[src/rtl/urm_pkg.sv]
// ============================================================================
// urm_pkg - shared types and constants for the ultrasonic ranging block
// Request/result payloads, register indexes, controller command and status.
// ============================================================================
package urm_pkg;

    // Fraction bits of the distance result
    localparam int FRAC_BITS = 4;

    // Field widths
    localparam int WIDTH_W  = 15;                    // one pulse width
    localparam int TIMER_W  = 16;                    // phase timer
    localparam int SUM_W    = WIDTH_W + 2;           // sum of up to three widths
    localparam int DVD_W    = SUM_W + FRAC_BITS;     // dividend / quotient
    localparam int UPC_W    = 7;                     // us_per_cm
    localparam int DSR_W    = UPC_W + 2;             // us_per_cm * n, n <= 3
    localparam int DIST_W   = 14;
    localparam int CNT_W    = $clog2(DVD_W);
    localparam int CFG_IDX_W  = 3;
    localparam int CFG_DATA_W = 16;

    localparam logic [DIST_W-1:0] DIST_MAX = '1;

    // Register indexes
    localparam logic [CFG_IDX_W-1:0] REG_TRIG_LOW  = 3'd0;
    localparam logic [CFG_IDX_W-1:0] REG_TRIG_HIGH = 3'd1;
    localparam logic [CFG_IDX_W-1:0] REG_TIMEOUT   = 3'd2;
    localparam logic [CFG_IDX_W-1:0] REG_GAP       = 3'd3;
    localparam logic [CFG_IDX_W-1:0] REG_US_PER_CM = 3'd4;

    // Register reset values
    localparam logic [7:0]         RST_TRIG_LOW  = 8'd2;
    localparam logic [7:0]         RST_TRIG_HIGH = 8'd10;
    localparam logic [WIDTH_W-1:0] RST_TIMEOUT   = 15'd30000;
    localparam logic [TIMER_W-1:0] RST_GAP       = 16'd1500;
    localparam logic [UPC_W-1:0]   RST_US_PER_CM = 7'd58;

    typedef struct packed {
        logic echo_level;
        logic start_request;
    } in_req_t;

    typedef struct packed {
        logic              trig_level;
        logic              busy_res;
        logic              done_res;
        logic              distance_ok;
        logic [DIST_W-1:0] distance_q4;
    } out_res_t;

    typedef enum logic [1:0] {
        TMR_HOLD  = 2'd0,
        TMR_CLEAR = 2'd1,
        TMR_ONE   = 2'd2,
        TMR_INC   = 2'd3
    } timer_op_t;

    typedef enum logic [1:0] {
        THR_LOW  = 2'd0,
        THR_HIGH = 2'd1,
        THR_GAP  = 2'd2
    } thr_sel_t;

    typedef struct packed {
        timer_op_t timer_op;
        thr_sel_t  thr_sel;
        logic      clear_samples;
        logic      end_cycle;
        logic      end_valid;
        logic      calc_load;
        logic      div_step;
        logic      out_load;
        logic      out_trig;
        logic      out_busy;
        logic      out_done;
    } ctrl_cmd_t;

    typedef struct packed {
        logic hit_inc;      // timer + 1 reaches selected threshold
        logic hit_tmo;      // timer reaches echo timeout
        logic gap_zero;
        logic last_sample;
        logic div_last;
        logic out_valid;
    } dp_stat_t;

endpackage

[src/rtl/urm_ctrl.sv]
// ============================================================================
// urm_ctrl - ranging sequencer and result controller
// Runs the trigger/echo phases per tick and the final distance calculation.
// ============================================================================
module urm_ctrl (
    input  logic              clk,
    input  logic              rst_n,
    input  logic              in_valid,
    input  urm_pkg::in_req_t  in_data,
    output logic              in_stall,
    input  logic              out_stall,
    input  urm_pkg::dp_stat_t stat,
    output urm_pkg::ctrl_cmd_t cmd
);
    import urm_pkg::*;

    typedef enum logic [5:0] {
        PH_IDLE  = 6'b000001,
        PH_TLOW  = 6'b000010,
        PH_THIGH = 6'b000100,
        PH_WAIT  = 6'b001000,
        PH_MEAS  = 6'b010000,
        PH_GAP   = 6'b100000
    } phase_t;

    typedef enum logic [3:0] {
        C_RUN  = 4'b0001,
        C_LOAD = 4'b0010,
        C_DIV  = 4'b0100,
        C_POST = 4'b1000
    } calc_t;

    phase_t phase_reg, phase_next;
    calc_t  calc_reg, calc_next;
    logic   accept;
    logic   finished;

    assign in_stall = (calc_reg != C_RUN) || (stat.out_valid && out_stall);
    assign accept   = in_valid && !in_stall;

    always_comb
    begin
        phase_next        = phase_reg;
        calc_next         = calc_reg;
        finished          = 1'b0;
        cmd.timer_op      = TMR_HOLD;
        cmd.clear_samples = 1'b0;
        cmd.end_cycle     = 1'b0;
        cmd.end_valid     = 1'b0;
        cmd.calc_load     = 1'b0;
        cmd.div_step      = 1'b0;
        cmd.out_load      = 1'b0;
        cmd.out_trig      = 1'b0;
        cmd.out_busy      = 1'b0;
        cmd.out_done      = 1'b0;

        case (phase_reg)
            PH_TLOW:  cmd.thr_sel = THR_LOW;
            PH_THIGH: cmd.thr_sel = THR_HIGH;
            default:  cmd.thr_sel = THR_GAP;
        endcase

        if (accept)
        begin
            case (phase_reg)
                PH_IDLE:
                begin
                    if (in_data.start_request)
                    begin
                        phase_next        = PH_TLOW;
                        cmd.timer_op      = TMR_CLEAR;
                        cmd.clear_samples = 1'b1;
                    end
                end
                PH_TLOW:
                begin
                    cmd.timer_op = TMR_INC;
                    if (stat.hit_inc)
                    begin
                        phase_next   = PH_THIGH;
                        cmd.timer_op = TMR_CLEAR;
                    end
                end
                PH_THIGH:
                begin
                    cmd.timer_op = TMR_INC;
                    if (stat.hit_inc)
                    begin
                        phase_next   = PH_WAIT;
                        cmd.timer_op = TMR_CLEAR;
                    end
                end
                PH_WAIT:
                begin
                    if (in_data.echo_level)
                    begin
                        phase_next   = PH_MEAS;
                        cmd.timer_op = TMR_ONE;
                    end
                    else if (stat.hit_tmo)
                    begin
                        cmd.end_cycle = 1'b1;
                    end
                    else
                    begin
                        cmd.timer_op = TMR_INC;
                    end
                end
                PH_MEAS:
                begin
                    if (!in_data.echo_level)
                    begin
                        cmd.end_cycle = 1'b1;
                        cmd.end_valid = 1'b1;
                    end
                    else if (stat.hit_tmo)
                    begin
                        cmd.end_cycle = 1'b1;
                    end
                    else
                    begin
                        cmd.timer_op = TMR_INC;
                    end
                end
                PH_GAP:
                begin
                    cmd.timer_op = TMR_INC;
                    if (stat.hit_inc)
                    begin
                        phase_next   = PH_TLOW;
                        cmd.timer_op = TMR_CLEAR;
                    end
                end
                default:
                begin
                    phase_next   = PH_IDLE;
                    cmd.timer_op = TMR_CLEAR;
                end
            endcase

            if (cmd.end_cycle)
            begin
                cmd.timer_op = TMR_CLEAR;
                if (stat.last_sample)
                begin
                    phase_next = PH_IDLE;
                    finished   = 1'b1;
                end
                else if (stat.gap_zero)
                begin
                    phase_next = PH_TLOW;
                end
                else
                begin
                    phase_next = PH_GAP;
                end
            end

            if (finished)
            begin
                calc_next = C_LOAD;
            end
            else
            begin
                cmd.out_load = 1'b1;
                cmd.out_trig = (phase_reg == PH_THIGH);
                cmd.out_busy = (phase_next != PH_IDLE);
            end
        end

        case (calc_reg)
            C_RUN:  calc_next = calc_next;
            C_LOAD:
            begin
                cmd.calc_load = 1'b1;
                calc_next     = C_DIV;
            end
            C_DIV:
            begin
                cmd.div_step = 1'b1;
                if (stat.div_last)
                begin
                    calc_next = C_POST;
                end
            end
            C_POST:
            begin
                if (!stat.out_valid || !out_stall)
                begin
                    cmd.out_load = 1'b1;
                    cmd.out_done = 1'b1;
                    calc_next    = C_RUN;
                end
            end
            default: calc_next = C_RUN;
        endcase
    end

    always_ff @(posedge clk or negedge rst_n)
    begin
        if (!rst_n)
        begin
            phase_reg <= PH_IDLE;
            calc_reg  <= C_RUN;
        end
        else
        begin
            phase_reg <= phase_next;
            calc_reg  <= calc_next;
        end
    end

endmodule

[src/rtl/urm_dp.sv]
// ============================================================================
// urm_dp - ranging datapath
// Config registers, phase timer, samples, median/average, divider, result reg.
// ============================================================================
module urm_dp (
    input  logic                          clk,
    input  logic                          rst_n,
    input  logic                          cfg_wr_en,
    input  logic [urm_pkg::CFG_IDX_W-1:0]  cfg_index,
    input  logic [urm_pkg::CFG_DATA_W-1:0] cfg_wdata,
    input  urm_pkg::ctrl_cmd_t            cmd,
    output urm_pkg::dp_stat_t             stat,
    input  logic                          out_stall,
    output logic                          out_valid,
    output urm_pkg::out_res_t             out_data
);
    import urm_pkg::*;

    // configuration
    logic [7:0]         trig_low_reg, trig_high_reg;
    logic [WIDTH_W-1:0] timeout_reg;
    logic [TIMER_W-1:0] gap_reg;
    logic [UPC_W-1:0]   upc_reg;

    // sequencing
    logic [TIMER_W-1:0] timer_reg, timer_next;
    logic [TIMER_W-1:0] timer_inc;
    logic [TIMER_W-1:0] thr;
    logic [1:0]         idx_reg;
    logic [2:0]         valid_reg;
    logic [WIDTH_W-1:0] width_reg [3];

    // final calculation
    logic [WIDTH_W-1:0] a, b, c, lo_ab, hi_ab, median;
    logic [1:0]         n_valid;
    logic [SUM_W-1:0]   sum_sel;
    logic [UPC_W-1:0]   upc_eff;
    logic [DSR_W-1:0]   dsr_calc;
    logic [DSR_W-1:0]   dsr_reg;
    logic [DSR_W-1:0]   rem_reg, rem_next;
    logic [DVD_W-1:0]   quo_reg, quo_next;
    logic [DSR_W:0]     rem_shift;
    logic [CNT_W-1:0]   cnt_reg;
    logic               ok;
    logic [DIST_W-1:0]  dist_sat;

    out_res_t out_reg;
    logic     out_valid_reg;

    always_ff @(posedge clk or negedge rst_n)
    begin
        if (!rst_n)
        begin
            trig_low_reg  <= RST_TRIG_LOW;
            trig_high_reg <= RST_TRIG_HIGH;
            timeout_reg   <= RST_TIMEOUT;
            gap_reg       <= RST_GAP;
            upc_reg       <= RST_US_PER_CM;
        end
        else if (cfg_wr_en)
        begin
            case (cfg_index)
                REG_TRIG_LOW:  trig_low_reg  <= cfg_wdata[7:0];
                REG_TRIG_HIGH: trig_high_reg <= cfg_wdata[7:0];
                REG_TIMEOUT:   timeout_reg   <= cfg_wdata[WIDTH_W-1:0];
                REG_GAP:       gap_reg       <= cfg_wdata[TIMER_W-1:0];
                REG_US_PER_CM: upc_reg       <= cfg_wdata[UPC_W-1:0];
                default:       ;
            endcase
        end
    end

    // ---- timer and compares ----
    assign timer_inc = timer_reg + TIMER_W'(1);

    always_comb
    begin
        case (cmd.thr_sel)
            THR_LOW:  thr = TIMER_W'(trig_low_reg);
            THR_HIGH: thr = TIMER_W'(trig_high_reg);
            default:  thr = gap_reg;
        endcase
        case (cmd.timer_op)
            TMR_CLEAR: timer_next = '0;
            TMR_ONE:   timer_next = TIMER_W'(1);
            TMR_INC:   timer_next = timer_inc;
            default:   timer_next = timer_reg;
        endcase
    end

    assign stat.hit_inc     = (timer_inc >= thr);
    assign stat.hit_tmo     = (timer_reg >= TIMER_W'(timeout_reg));
    assign stat.gap_zero    = (gap_reg == '0);
    assign stat.last_sample = (idx_reg == 2'd2);
    assign stat.div_last    = (cnt_reg == CNT_W'(DVD_W - 1));
    assign stat.out_valid   = out_valid_reg;

    always_ff @(posedge clk or negedge rst_n)
    begin
        if (!rst_n)
        begin
            timer_reg <= '0;
            idx_reg   <= '0;
            valid_reg <= '0;
        end
        else
        begin
            timer_reg <= timer_next;
            if (cmd.clear_samples)
            begin
                idx_reg   <= '0;
                valid_reg <= '0;
            end
            else if (cmd.end_cycle)
            begin
                idx_reg <= (idx_reg == 2'd2) ? 2'd0 : idx_reg + 2'd1;
                if (cmd.end_valid)
                begin
                    valid_reg[idx_reg] <= 1'b1;
                end
            end
        end
    end

    // pulse widths: no reset, read only where the valid bit is set
    always_ff @(posedge clk)
    begin
        if (cmd.end_cycle && cmd.end_valid)
        begin
            width_reg[idx_reg] <= timer_reg[WIDTH_W-1:0];
        end
    end

    // ---- median / average operands ----
    assign a      = width_reg[0];
    assign b      = width_reg[1];
    assign c      = width_reg[2];
    assign lo_ab  = (a < b) ? a : b;
    assign hi_ab  = (a < b) ? b : a;
    assign median = (hi_ab < c) ? ((lo_ab > hi_ab) ? lo_ab : hi_ab)
                                : ((lo_ab > c) ? lo_ab : c);

    assign n_valid = 2'(valid_reg[0]) + 2'(valid_reg[1]) + 2'(valid_reg[2]);
    assign upc_eff = (upc_reg == '0) ? UPC_W'(1) : upc_reg;
    assign ok      = |valid_reg;

    always_comb
    begin
        if (valid_reg == 3'b111)
        begin
            sum_sel  = SUM_W'(median);
            dsr_calc = DSR_W'(upc_eff);
        end
        else
        begin
            sum_sel  = (valid_reg[0] ? SUM_W'(a) : '0)
                     + (valid_reg[1] ? SUM_W'(b) : '0)
                     + (valid_reg[2] ? SUM_W'(c) : '0);
            dsr_calc = DSR_W'(upc_eff) * DSR_W'(n_valid);
        end
    end

    // ---- restoring divider, one quotient bit per cycle ----
    assign rem_shift = {rem_reg, quo_reg[DVD_W-1]};

    always_comb
    begin
        if (rem_shift >= {1'b0, dsr_reg})
        begin
            rem_next = DSR_W'(rem_shift - {1'b0, dsr_reg});
            quo_next = {quo_reg[DVD_W-2:0], 1'b1};
        end
        else
        begin
            rem_next = rem_shift[DSR_W-1:0];
            quo_next = {quo_reg[DVD_W-2:0], 1'b0};
        end
    end

    always_ff @(posedge clk or negedge rst_n)
    begin
        if (!rst_n)
        begin
            cnt_reg <= '0;
        end
        else if (cmd.calc_load)
        begin
            cnt_reg <= '0;
        end
        else if (cmd.div_step)
        begin
            cnt_reg <= cnt_reg + CNT_W'(1);
        end
    end

    always_ff @(posedge clk)
    begin
        if (cmd.calc_load)
        begin
            dsr_reg <= dsr_calc;
            rem_reg <= '0;
            quo_reg <= DVD_W'(sum_sel) << FRAC_BITS;
        end
        else if (cmd.div_step)
        begin
            rem_reg <= rem_next;
            quo_reg <= quo_next;
        end
    end

    assign dist_sat = !ok ? '0
                    : (quo_reg > DVD_W'(DIST_MAX)) ? DIST_MAX : quo_reg[DIST_W-1:0];

    // ---- result register ----
    always_ff @(posedge clk or negedge rst_n)
    begin
        if (!rst_n)
        begin
            out_valid_reg <= 1'b0;
        end
        else if (cmd.out_load)
        begin
            out_valid_reg <= 1'b1;
        end
        else if (!out_stall)
        begin
            out_valid_reg <= 1'b0;
        end
    end

    always_ff @(posedge clk)
    begin
        if (cmd.out_load)
        begin
            out_reg.trig_level  <= cmd.out_trig;
            out_reg.busy_res    <= cmd.out_busy;
            out_reg.done_res    <= cmd.out_done;
            out_reg.distance_ok <= cmd.out_done && ok;
            out_reg.distance_q4 <= cmd.out_done ? dist_sat : '0;
        end
    end

    assign out_valid = out_valid_reg;
    assign out_data  = out_reg;

endmodule

[src/rtl/ultrasonic_range_median3.sv]
// ============================================================================
// ultrasonic_range_median3 - ultrasonic ranging with three-sample filter
// Tick-driven trigger/echo sequencer; median or average of three echo widths.
// ============================================================================
//
//  channel  | signals                               | carries
//  ---------+---------------------------------------+---------------------------
//  request  | in_valid, in_stall, in_data           | echo level, start (1 tick)
//  result   | out_valid, out_stall, out_data        | trig, busy, done, distance
//  config   | cfg_wr_en, cfg_index, cfg_wdata       | five timing/scale registers
//
//  An ordinary tick request's result loads at the accepting edge.
//  The request ending the third measurement runs through accept, form median/sum
//  and divisor, 21 divider steps and load; the load waits out any output stall.
//  A request is taken while a result waits only if that result leaves in the
//  same cycle; in_stall stays high through the division.
//  Reset (rst_n, async) idles the sequencer and restores register defaults.
//
module ultrasonic_range_median3 (
    input  logic                          clk,
    input  logic                          rst_n,
    input  logic                          in_valid,
    output logic                          in_stall,
    input  urm_pkg::in_req_t              in_data,
    output logic                          out_valid,
    input  logic                          out_stall,
    output urm_pkg::out_res_t             out_data,
    input  logic                          cfg_wr_en,
    input  logic [urm_pkg::CFG_IDX_W-1:0]  cfg_index,
    input  logic [urm_pkg::CFG_DATA_W-1:0] cfg_wdata
);
    import urm_pkg::*;

    ctrl_cmd_t cmd;
    dp_stat_t  stat;

    // Sequencer: phase FSM per tick plus the end-of-measurement calc FSM
    urm_ctrl u_ctrl (
        .clk       (clk),
        .rst_n     (rst_n),
        .in_valid  (in_valid),
        .in_data   (in_data),
        .in_stall  (in_stall),
        .out_stall (out_stall),
        .stat      (stat),
        .cmd       (cmd)
    );

    // Datapath: registers, timer, samples, filter, divider, result register
    urm_dp u_dp (
        .clk       (clk),
        .rst_n     (rst_n),
        .cfg_wr_en (cfg_wr_en),
        .cfg_index (cfg_index),
        .cfg_wdata (cfg_wdata),
        .cmd       (cmd),
        .stat      (stat),
        .out_stall (out_stall),
        .out_valid (out_valid),
        .out_data  (out_data)
    );

`ifndef SYNTH
    // never overwrite a result that is still waiting
    a_no_overwrite: assert property (@(posedge clk) disable iff (!rst_n)
        cmd.out_load |-> (!out_valid || !out_stall))
        else $error("result register overwritten while stalled");

    // requests must be held off while the divider runs
    a_stall_in_div: assert property (@(posedge clk) disable iff (!rst_n)
        cmd.div_step |-> in_stall)
        else $error("request accepted during division");

    // a finished measurement closes the sequence
    a_done_idle: assert property (@(posedge clk) disable iff (!rst_n)
        (out_valid && out_data.done_res) |-> (!out_data.busy_res && !out_data.trig_level))
        else $error("done result shows busy or trigger");

    // error results carry no distance
    a_err_zero: assert property (@(posedge clk) disable iff (!rst_n)
        (out_valid && !out_data.distance_ok) |-> (out_data.distance_q4 == '0))
        else $error("distance present without a valid sample");
`endif

endmodule
[config.mk]
export PLATFORM = sky130hd
export DESIGN_NAME = ultrasonic_range_median3
export DESIGN_NICKNAME = d
export VERILOG_FILES = /design/src/rtl/urm_pkg.sv /design/src/rtl/urm_ctrl.sv /design/src/rtl/urm_dp.sv /design/src/rtl/ultrasonic_range_median3.sv
export SDC_FILE = /design/constraint.sdc
export NUM_CORES = 1
export LEC_CHECK = 0
export BUFFER_PORTS_ARGS = -buffer_cell sky130_fd_sc_hd__buf_2
export CAP_MARGIN = 0
export CORE_ASPECT_RATIO = 2
export CORE_UTILIZATION = 30
export CTS_CLUSTER_SIZE = 10
export DETAILED_ROUTE_END_ITERATION = 6
export PLACE_DENSITY = 0.52
export SETUP_SLACK_MARGIN = 0.1
export SYNTH_ARGS = -nofsm -noshare
export SYNTH_HDL_FRONTEND = slang
export SYNTH_HIERARCHICAL = 1
export SYNTH_SLANG_ARGS = --single-unit
[constraint.sdc]
create_clock -name clk -period 11.05 [get_ports clk]
set_clock_uncertainty 0.2 [all_clocks]
set_input_delay 2.7625 -clock clk [delete_from_list [all_inputs] [get_ports clk]]
set_output_delay 2.7625 -clock clk [all_outputs]
set_load 0.03 [all_outputs]
# After elaboration in Yosys (flattened, before gate mapping)
# Memory sizes are Yosys's and may differ from the RTL's.
# Index checks and enable logic that the tools add are counted.
classes:
  magnitude_cmp: 10
  n_addsub: 8
  bitwise: 2
  eq_ne: 24
  multipliers: 1
  mux: 77
  reduce_logical: 28
op_table:
  columns: ["op", "count"]
  rows:
  - ["two-way mux 15 bit", 8]
  - ["two-way mux 6 bit", 9]
  - ["one-hot mux 16 bit (3 select lines)", 1]
  - ["two-way mux 21 bit", 2]
  - ["one-hot mux 6 bit (6 select lines)", 1]
  - ["adder 17 bit", 2]
  - ["one-hot mux 16 bit (2 select lines)", 1]
  - ["greater-than comparator 15 bit", 2]
  - ["< comparator 15 bit", 2]
  - ["two-way mux 1 bit", 24]
  - ["greater-than comparator 21 x 14 -> 1 bit, second input constant", 1]
  - ["two-way mux 2 bit", 9]
  - ["two-way mux 3 bit", 6]
  - ["two-way mux 17 bit", 1]
  - ["adder 16 x 1 -> 16 bit, second input constant", 1]
  - ["greater-or-equal comparator 16 x 15 -> 1 bit", 1]
  - ["greater-or-equal comparator 16 bit", 1]
  - ["zero test 16 bit", 1]
  - ["two-way mux 4 bit", 4]
  - ["one-hot mux 4 bit (4 select lines)", 1]
  - ["two-way mux 14 bit", 1]
  - ["two-way mux 7 bit", 2]
  - ["AND reduction 2 bit", 7]
  - ["greater-or-equal comparator 10 x 9 -> 1 bit", 1]
  - ["other kinds (45)", 61]
totals:
  ff_bits: 148
  mem_bits_rw: 45
  memories: 1
  word_cells: 173
  inputBits: 26
  out_inout_bits: 20
mem_list:
  columns: ["name", "words", "width", "rd", "rd_ports_with_merged_regs", "wr", "line_no", "rtl"]
  rows:
  - ["u_dp.width_reg", 3, 15, 3, 0, 1, "urm_dp.sv:31", "logic [WIDTH_W-1:0] width_reg [3];"]

# Depth between registers and ports, before layout
# Gate-level depths: netlist of run 1.
logic_depth:
  depth_word: 15
  ltp_mapped: 25
  mapped_depth_nobuf: 22

# By module
# Netlist of run 1, hierarchy kept.
modules_own_cells:
  columns: ["module", "seq_area_each_um2", "instances", "cells_per_inst", "area_per_inst_um2"]
  rows:
  - ["urm_dp", 4986.0, 1, 1221, 12061.6]
  - ["urm_ctrl", 252.7, 1, 108, 844.6]

# Worst setup path before layout of run 1
# No wires, ideal clock.
synth_path:
  path_type: "in2out"
  from: "in out_stall"
  to: "out in_stall"
  slack_ps: 5005
  stages: 2
  t_required_ps: 8088
  arrival_ps: 3082
  n_path_buf: 0
  cell_sequence: "nand2_1 -> nand2_1"
synth_via:
  elab_chain_len: 2
synth_lines:
  columns: ["element", "line_no", "rtl"]
  rows:
  - ["start, declared", "ultrasonic_range_median3.sv:26", "input logic out_stall,"]
  - ["logical AND 1 bit", "urm_ctrl.sv:38", "assign in_stall = (calc_reg != C_RUN) || (stat.out_valid && out_stall);"]
  - ["logical OR 1 bit", "urm_ctrl.sv:38", null]
  - ["end, declared", "ultrasonic_range_median3.sv:23", "output logic in_stall,"]
# No other way between the ends.

# Final worst setup path of run 1
# Ends and elaborated chain as after synthesis.

==> results.md, run 1 <==
- Top-count cell post-synth: nand2_1
- Commonest cells post-synth: nand2_1, inv_1, ha_1
- Yosys reg bits: 193
- Final Max Tran Viols: 0
- Wire per inst: 18.45 um
- GRT Util Overall: 16.86%
- Setup crit start kind: input pin
- Final Hold Fails: 0
- Slew HR: 31.76%
- Largest register FFs: 45
- CP Cell Sequence: buf_2 -> nand2_1 -> nand2_1 -> buf_2
- Die area: 43900 um^2
- PD cells: 119.5 nW/um^2
- Final Net Count: 1509
- Gp weighted congestion: 0.8832
- Setup-failing EPs final: 0
- WS Path Type: in2out
- Final TNS setup: 0 ns
- Sequential share of the synthesized area: 40.59%
- Final cell count without fillers: 1916
- FP Rows: 107
- Yosys cell types: 85
- Root buf cell: clkbuf_16
- Hold path depth: 1
- Buffer count from post-CTS setup fixing: 0
- Ranking of synthesized cells by area: edfxtp_1, dfrtp_1, ha_1
- Min Tclk post-route: 6.235 ns
- Maxcap violations: 0
- Number of global-route vias before repair: 10150
- First-pass GRT wire length: 55.93 mm
- Chip Height: 295.3 um
- H-tree depth: 4
- Worst path max stage delay: 0.21 ns
- Setup crit start: out_stall
- Mean Syn Cell Area: 9.711 um^2
- Unrepaired setup endpoints after global routing: no
- Worst path slowest cell: buf_2
- Worst VDD drop: 0.1131 mV
- Die width: 148.7 um
- Synthesized cell area: 12910 um^2
- Io pins: 46
- Status: complete, no violations
- Vias: 9906
- Clock Latency Late Sink: 0.46 ns
- Ratio of cells with drive above 1 in the final layout: 13.20%
- Antenna viol nets, final: 0
- F_max: 160.4 MHz
- Largest net degree at the start of global routing: 78
- CP endpoint kind: output port
- Arr. time, crit path: 3.27 ns
- DP Wirelength: 28.49 mm
- DRT Pass-1 Iters: 5
- DRC: 0
- Worst Hold Path EP: u_dp/rem_reg[8]
- Crit Path Max Fanout: 6
- Longest Clk Path Bufs: 2
- Reg-to-reg startpoint: u_dp/width_reg[0][10]
- Via density: 5.170
- Area of the core: 42570 um^2
- PortBufs: 45
- Lkg Pwr: 6.258 nW
- R2R setup slack: 5.10 ns
- Post-synth EDFFs: 89
- Largest area contributor in the netlist: edfxtp_1
- Total congestion overflow: 0
- Hold Buf Count CTS: 0
- Clock sink count: 193
- Cells after synthesis: 1329
- Top FF cell, synth: edfxtp_1
- Initial antenna violation count: 0
- Ys async rst share: 47.15%
- Syn nets: 1480
- Num CTS Buffers: 17
- Starting Density: 30.32%
- Min-Delay Startpoint: u_dp/rem_reg[8]
- Worst Tran Pin Value: 1.024 ns
- Reg-to-Reg End: u_dp/quo_reg[15]
- CTS resizes: 0
- Tcrit/Tclk final: 56.42%
- Fin util: 33.66%
- Initial DRC count: 545
- CTS tree: yes
- Syn-to-layout area delta: 11.02%
- CP required: 8.09 ns
- Dpl cells: 1884
- Worst-path clk slew: 0.08 ns
- Number of diodes: 0
- Drt total wl: 35.34 mm
- Post-synth top area share: 20.71%
- Ys Warns: 6
- Worst hold path type: reg2reg
- Worst R2R Path Depth: 17
==> worst max-delay path by stage <==
stage | to | slack [ns]
global placement | in_stall | 4.80
finish | in_stall | 4.82
CTS | in_stall | 4.81
global route | u_dp/timer_reg[2] | 4.68
floorplan | in_stall | 5.01
detailed placement | in_stall | 4.81
==> cell families after synthesis <==
family | Yosys count | share of synthesized area, %
compound gates | 329 | 17.01
xor+xnor | 36 | 2.443
fa+ha+maj | 125 | 13.22
buf+inv | 157 | 4.876
flops | 193 | 40.59
mux | 72 | 6.011
simple gates | 417 | 15.84
==> worst max-delay path: cells and delay by family <==
kind / cells / cell delay, ns
simple gates: 2 / 0.20
buf+inv: 2 / 0.31
==> layout by cell type, fill, tap and decap left out, types with 24 or more instances in the layout <==
master / count
nor2_1: 78
inv_1: 107
o21ai_0: 89
o21a_1: 24
dfrtp_1: 68
nand2_1: 155
a21o_1: 24
a21oi_1: 71
edfxtp_1: 89
nor3_1: 38
mux2i_1: 28
ha_1: 106
mux2_2: 44
buf_2: 44
==> report_power, final <==
group | internal, mW | total, mW | switching (mW) | leakage [nW]
combinational | 0.0981 | 0.215 | 0.116 | 3.88
sequential | 0.814 | 0.859 | 0.0455 | 2.09
clock | 0.308 | 0.638 | 0.331 | 0.288
==> metal layers <==
metal | wire, um | part of all wire (%) | global-route usage (%)
met1 | 12580 | 36 | 16.02
met2 | 20230 | 57 | 33.74
met3 | 697 | 2.0 | 1.713
met4 | 1835 | 5.2 | 10.21
met5 | 0 | 0 | 0
==> per-stage QoR <==
stage | power [mW] | area (um^2) | hold slack (ns) | setup slack, ns
after CTS | 1.736 | 14330 | 0.2966 | 4.810
final | 1.712 | 14330 | 0.2920 | 4.815
after floorplan | 1.021 | 12910 | 0.2409 | 5.005
after detailed placement | 1.092 | 13720 | 0.2732 | 4.811
after global routing | 1.794 | 14330 | 0.3293 | 4.681
after global placement | 1.085 | 13720 | 0.2638 | 4.802
==> layout make-up <==
| cell class | instances | area (um^2) |
|---|---|---|
| flip-flops and latches | 193 | 5239 |
| multi-input cells | 979 | 7062 |
| clock buffers | 17 | 425.4 |
| repair buffers | 60 | 340.3 |
| well taps | 545 | 681.9 |
| fillers | 4449 | 28240 |
| clock inverters | 15 | 178.9 |
| inverters | 107 | 401.6 |
(Power assumes the default switching activity.)
==> run 2, diff against run 1 <==
PLACE_DENSITY = 0.53   (was 0.52)
clock period = 5.6 ns   (was 11.05 ns; I/O delays follow)
==> results.md, run 2 (synthesis gave the netlist of run 1 again) <==
- Status: complete, no violations
- H-tree depth: 4
- Final Hold Fails: 0
- Slew HR: 19.76%
- DP Wirelength: 29.24 mm
- Drt total wl: 35.74 mm
- Worst path slowest cell: edfxtp_1
- F_max: 190.8 MHz
- Vias: 10020
- Initial antenna violation count: 0
- WS Path Type: reg2reg
- Pwr Total: 3.398 mW
- Post-route cell area: 14610 um^2
- Total congestion overflow: 0
- Maxcap violations: 0
- Tcrit/Tclk final: 93.59%
- Clock Latency Late Sink: 0.47 ns
- CP endpoint kind: flip-flop
- Setup-failing EPs final: 0
- Crit Path Max Fanout: 11
- Final TNS setup: 0 ns
- Top Metal Used: met4
- CP required: 5.62 ns
- Min Tclk post-route: 5.241 ns
- Most frequent cells in the layout: nand2_1, inv_1, ha_1
- Number of diodes: 0
- Arr. time, crit path: 5.26 ns
- FP Rows: 107
- CTS resizes: 0
- DRC: 0
- Unrepaired setup endpoints after global routing: no
- Die width: 148.7 um
- Gp weighted congestion: 0.9333
- Met3 WL: 785 um
- Num CTS Buffers: 17
- Area of the core: 42570 um^2
- M1 wire length: 12.29 mm
- Wire per inst: 18.39 um
- Syn-to-layout area delta: 13.17%
- Lkg Pwr: 6.415 nW
- DR WL met2: 20.55 mm
- Largest net degree at the start of global routing: 57
- Worst path max stage delay: 0.47 ns
- Setup crit start kind: flip-flop
- CTS tree: yes
- Largest register FFs: 45
- Worst Tran Pin Value: 1.194 ns
- Worst-path clk slew: 0.08 ns
- Final Net Count: 1536
- Die area: 43900 um^2
- First-pass GRT wire length: 56.60 mm
- Hold_ws: 0.2843 ns
- Worst VDD drop: 0.2151 mV
- DRT Pass-1 Iters: 5
- Via density: 5.156
- Chip Height: 295.3 um
- Starting Density: 30.32%
- Longest Clk Path Bufs: 2
- Commonest non-fill, non-tap cell in the layout: nand2_1
- Hold Buf Count CTS: 0
- GRT Util Overall: 17.05%
- Antenna viol nets, final: 0
- Buffer count from post-CTS setup fixing: 0
- Cell Area, Placed: 13960 um^2
- Ratio of cells with drive above 1 in the final layout: 15.38%
- CP most frequent cell: buf_4
- Root buf cell: clkbuf_16
- Clock sink count: 193
- Io pins: 46
- Number of global-route vias before repair: 10420
- PortBufs: 45
- CP Cell Sequence: ha_1 -> and2_1 -> a221oi_1 -> buf_4 -> o21ai_1 -> buf_4 -> nor2_1 -> buf_4 -> nand2_1 -> o21ai_0 -> ha_1 -> a21oi_1 -> nor3_1 -> o31ai_2 -> nand3_1 -> o21a_1 -> buf_12 -> nor3_1 -> o32ai_1 -> a221o_1
- Final Max Tran Viols: 0
- Worst hold path type: reg2reg
- Initial DRC count: 500
- PD cells: 232.6 nW/um^2
run 2: final cells by class:
cell class                 count  area (um^2)
inverter                     107        401.6
fill                        4361        27970
clock buffer                  17        425.4
sequential                   193         5239
multi-input combinational    979         7084
tap                          545        681.9
timing repair buffer          87        580.6
clock inverter                15        193.9
run 2: worst paths after layout:
path / startpoint / to / slack, ns / cells after the start
max: u_dp/width_reg[0][10] / u_dp/quo_reg[15] / 0.36 / 20
min: u_dp/rem_reg[8] / u_dp/rem_reg[8] / 0.28 / 1
max reg2reg: u_dp/width_reg[0][10] / u_dp/quo_reg[15] / 0.36 / 20
min reg2reg: u_dp/rem_reg[8] / u_dp/rem_reg[8] / 0.28 / 1
max in group asynchronous: rst_n / u_dp/gap_reg[10] / 3.43 / 2
min in group asynchronous: rst_n / u_ctrl/phase_reg[1] / 0.78 / 1
run 2: routing by layer:
layer,GRT usage [%],vias to the layer above
met3,1.914,84
li1,-,4917
met1,15.81,4813
met2,34.17,205
met4,10.91,0
met5,0,-
run 2: report_power, final:
part           total, mW  internal [mW]  switching (mW)  leakage, nW
combinational      0.432          0.197           0.235         4.03
sequential          1.70           1.61          0.0899         2.09
clock               1.27          0.616           0.654        0.292
run 2: metrics by stage:
stage | cells | utilization, % | setup slack [ns]
detailed placement | 1911 | 32.80 | 0.1884
global placement | 1911 | 32.80 | 0.2618
floorplan | 1329 | - | 0.7171
CTS | 1943 | 34.26 | 0.1869
global route | 1943 | 34.31 | 0.08952
finish | 1943 | 34.31 | 0.3588
run 2: worst max-delay path: cells and delay by family, from the launching register on:
family                     cells  cell delay, ns
AOI/OAI and AO/OA              8            1.91
buffers and inverters          4            0.74
adders and majority gates      2            0.72
DFF                            1            0.47
and+or+nand+nor                6            0.96
==> run 3, diff against run 2 <==
REMOVE_ABC_BUFFERS = 1   (was not set)
==> results.md, run 3 (synthesis gave the netlist of run 1 again) <==
- Io pins: 46
- Final worst setup slack: 0.4389 ns
- First-pass GRT wire length: 56.93 mm
- Setup crit start kind: flip-flop
- Unrepaired setup endpoints after global routing: no
- Area of the multi-input gates: 7072 um^2
- Lkg Pwr: 6.413 nW
- PortBufs: 45
- Status: complete, no violations
- Final Max Tran Viols: 0
- Final TNS setup: 0 ns
- Initial antenna violation count: 0
- PD cells: 236.9 nW/um^2
- FP Rows: 107
- Die width: 148.7 um
- CP required: 5.61 ns
- Ratio of cells with drive above 1 in the final layout: 14.96%
- Syn-to-layout area delta: 12.85%
- Area of the core: 42570 um^2
- Longest Clk Path Bufs: 2
- Hold Buf Count CTS: 0
- Filler Cell Count: 4377
- Worst-path clk slew: 0.08 ns
- Root buf cell: clkbuf_16
- Tcrit/Tclk final: 92.16%
- Largest register FFs: 45
- Via density: 5.176
- Register area: 5239 um^2
- Worst VDD drop: 0.2213 mV
- Initial DRC count: 585
- Num CTS Buffers: 17
- Fin util: 34.21%
- GRT Util Overall: 17.06%
- Worst hold path type: reg2reg
- Starting Density: 30.32%
- Chip Height: 295.3 um
- Maxcap violations: 0
- Final Net Count: 1535
- M1 wire length: 12.79 mm
- Gp weighted congestion: 0.8974
- CTS resizes: 2
- Largest net degree at the start of global routing: 54
- H-tree depth: 4
- Min Tclk post-route: 5.161 ns
- Setup-failing EPs final: 0
- F_max: 193.8 MHz
- Arr. time, crit path: 5.17 ns
- Number of global-route vias before repair: 10310
- DR WL met2: 20.69 mm
- Number of diodes: 0
- Crit Path Max Fanout: 14
- Clock sink count: 193
- DRC: 0
- Most frequent cells in the layout: nand2_1, inv_1, ha_1
- Die area: 43900 um^2
- Vias: 10050
- Buffer count from post-CTS setup fixing: 0
- CP endpoint kind: flip-flop
- Final Hold Fails: 0
- Drt total wl: 36.05 mm
- CTS tree: yes
- Slew HR: 40.75%
- Antenna viol nets, final: 0
- Worst Tran Pin Value: 0.8883 ns
- Met3 WL: 793 um
- DP Wirelength: 29.24 mm
- Commonest non-fill, non-tap cell in the layout: nand2_1
- Top Metal Used: met4
- Wire per inst: 18.56 um
- Total congestion overflow: 0
- DRT Pass-1 Iters: 5
- Setup WS pre-CTS: 0.06105 ns
- Clock Latency Late Sink: 0.45 ns
- WS Path Type: reg2reg
run 3: cell types whose count changed in the layout (fill, tap and decap cells not counted), moves of 2 or more:
cell and change:
clkinv_4 +3, clkinv_8 -4, inv_12 -4, inv_8 +2, clkinvlp_4 -2, bufinv_16 +3, buf_12 -2
run 3: worst paths after layout:
| path | startpoint | endpoint | slack [ns] | cells past startpoint |
|---|---|---|---|---|
| worst max-delay path | u_dp/width_reg[0][10] | u_dp/quo_reg[15] | 0.44 | 17 |
| worst min register to register | u_dp/rem_reg[2] | u_dp/rem_reg[2] | 0.29 | 2 |
| min in group asynchronous | rst_n | u_dp/gap_reg[12] | 0.76 | 1 |
| worst max register to register | u_dp/width_reg[0][10] | u_dp/quo_reg[15] | 0.44 | 17 |
| max in group asynchronous | rst_n | u_ctrl/phase_reg[0] | 3.39 | 2 |
| worst min-delay path | u_dp/rem_reg[2] | u_dp/rem_reg[2] | 0.29 | 2 |
run 3: critical path: stages (launching register included):
cell and delay [ns]:
edfxtp_1 0.47, ha_1 0.39, and3_1 0.25, or3b_4 0.45, a31oi_4 0.27, or2_1 0.41, o21ai_0 0.21, ha_1 0.33
a21o_1 0.16, a21o_1 0.18, a21oi_1 0.14, o21a_1 0.14, o21ai_0 0.21, a211o_1 0.39, nand3_1 0.10, buf_4 0.21
o32ai_1 0.12, a221o_1 0.28
run 3: cell type report:
cell class	instances	area share, %
Multi-Input combinational cell	979	48.56
Clock inverter	14	1.323
Tap cell	545	4.682
Inverter	107	2.758
Sequential cell	193	35.97
Timing Repair Buffer	86	3.763
Clock buffer	18	2.947
run 3: per-stage QoR:
step | power (mW) | area, um^2 | instances | hold WS, ns
after floorplan | 2.001 | 12680 | 1279 | 0.2409
after global placement | 2.151 | 13930 | 1910 | 0.2627
after detailed placement | 2.164 | 13930 | 1910 | 0.2762
after CTS | 3.498 | 14550 | 1942 | 0.2943
after global routing | 3.609 | 14560 | 1942 | 0.3066
final | 3.450 | 14560 | 1942 | 0.2866
run 3: per-layer routing:
layer	GRT usage [%]	vias to the layer above
li1	-	4909
met1	16.21	4859
met2	34.16	209
met3	2.191	75
met4	9.555	0
met5	0	-
run 3: power by group:
group / switching [mW] / internal, mW / leakage (nW)
logic: 0.246 / 0.199 / 4.02
registers: 0.0808 / 1.61 / 2.09
clock network: 0.598 / 0.721 / 0.307
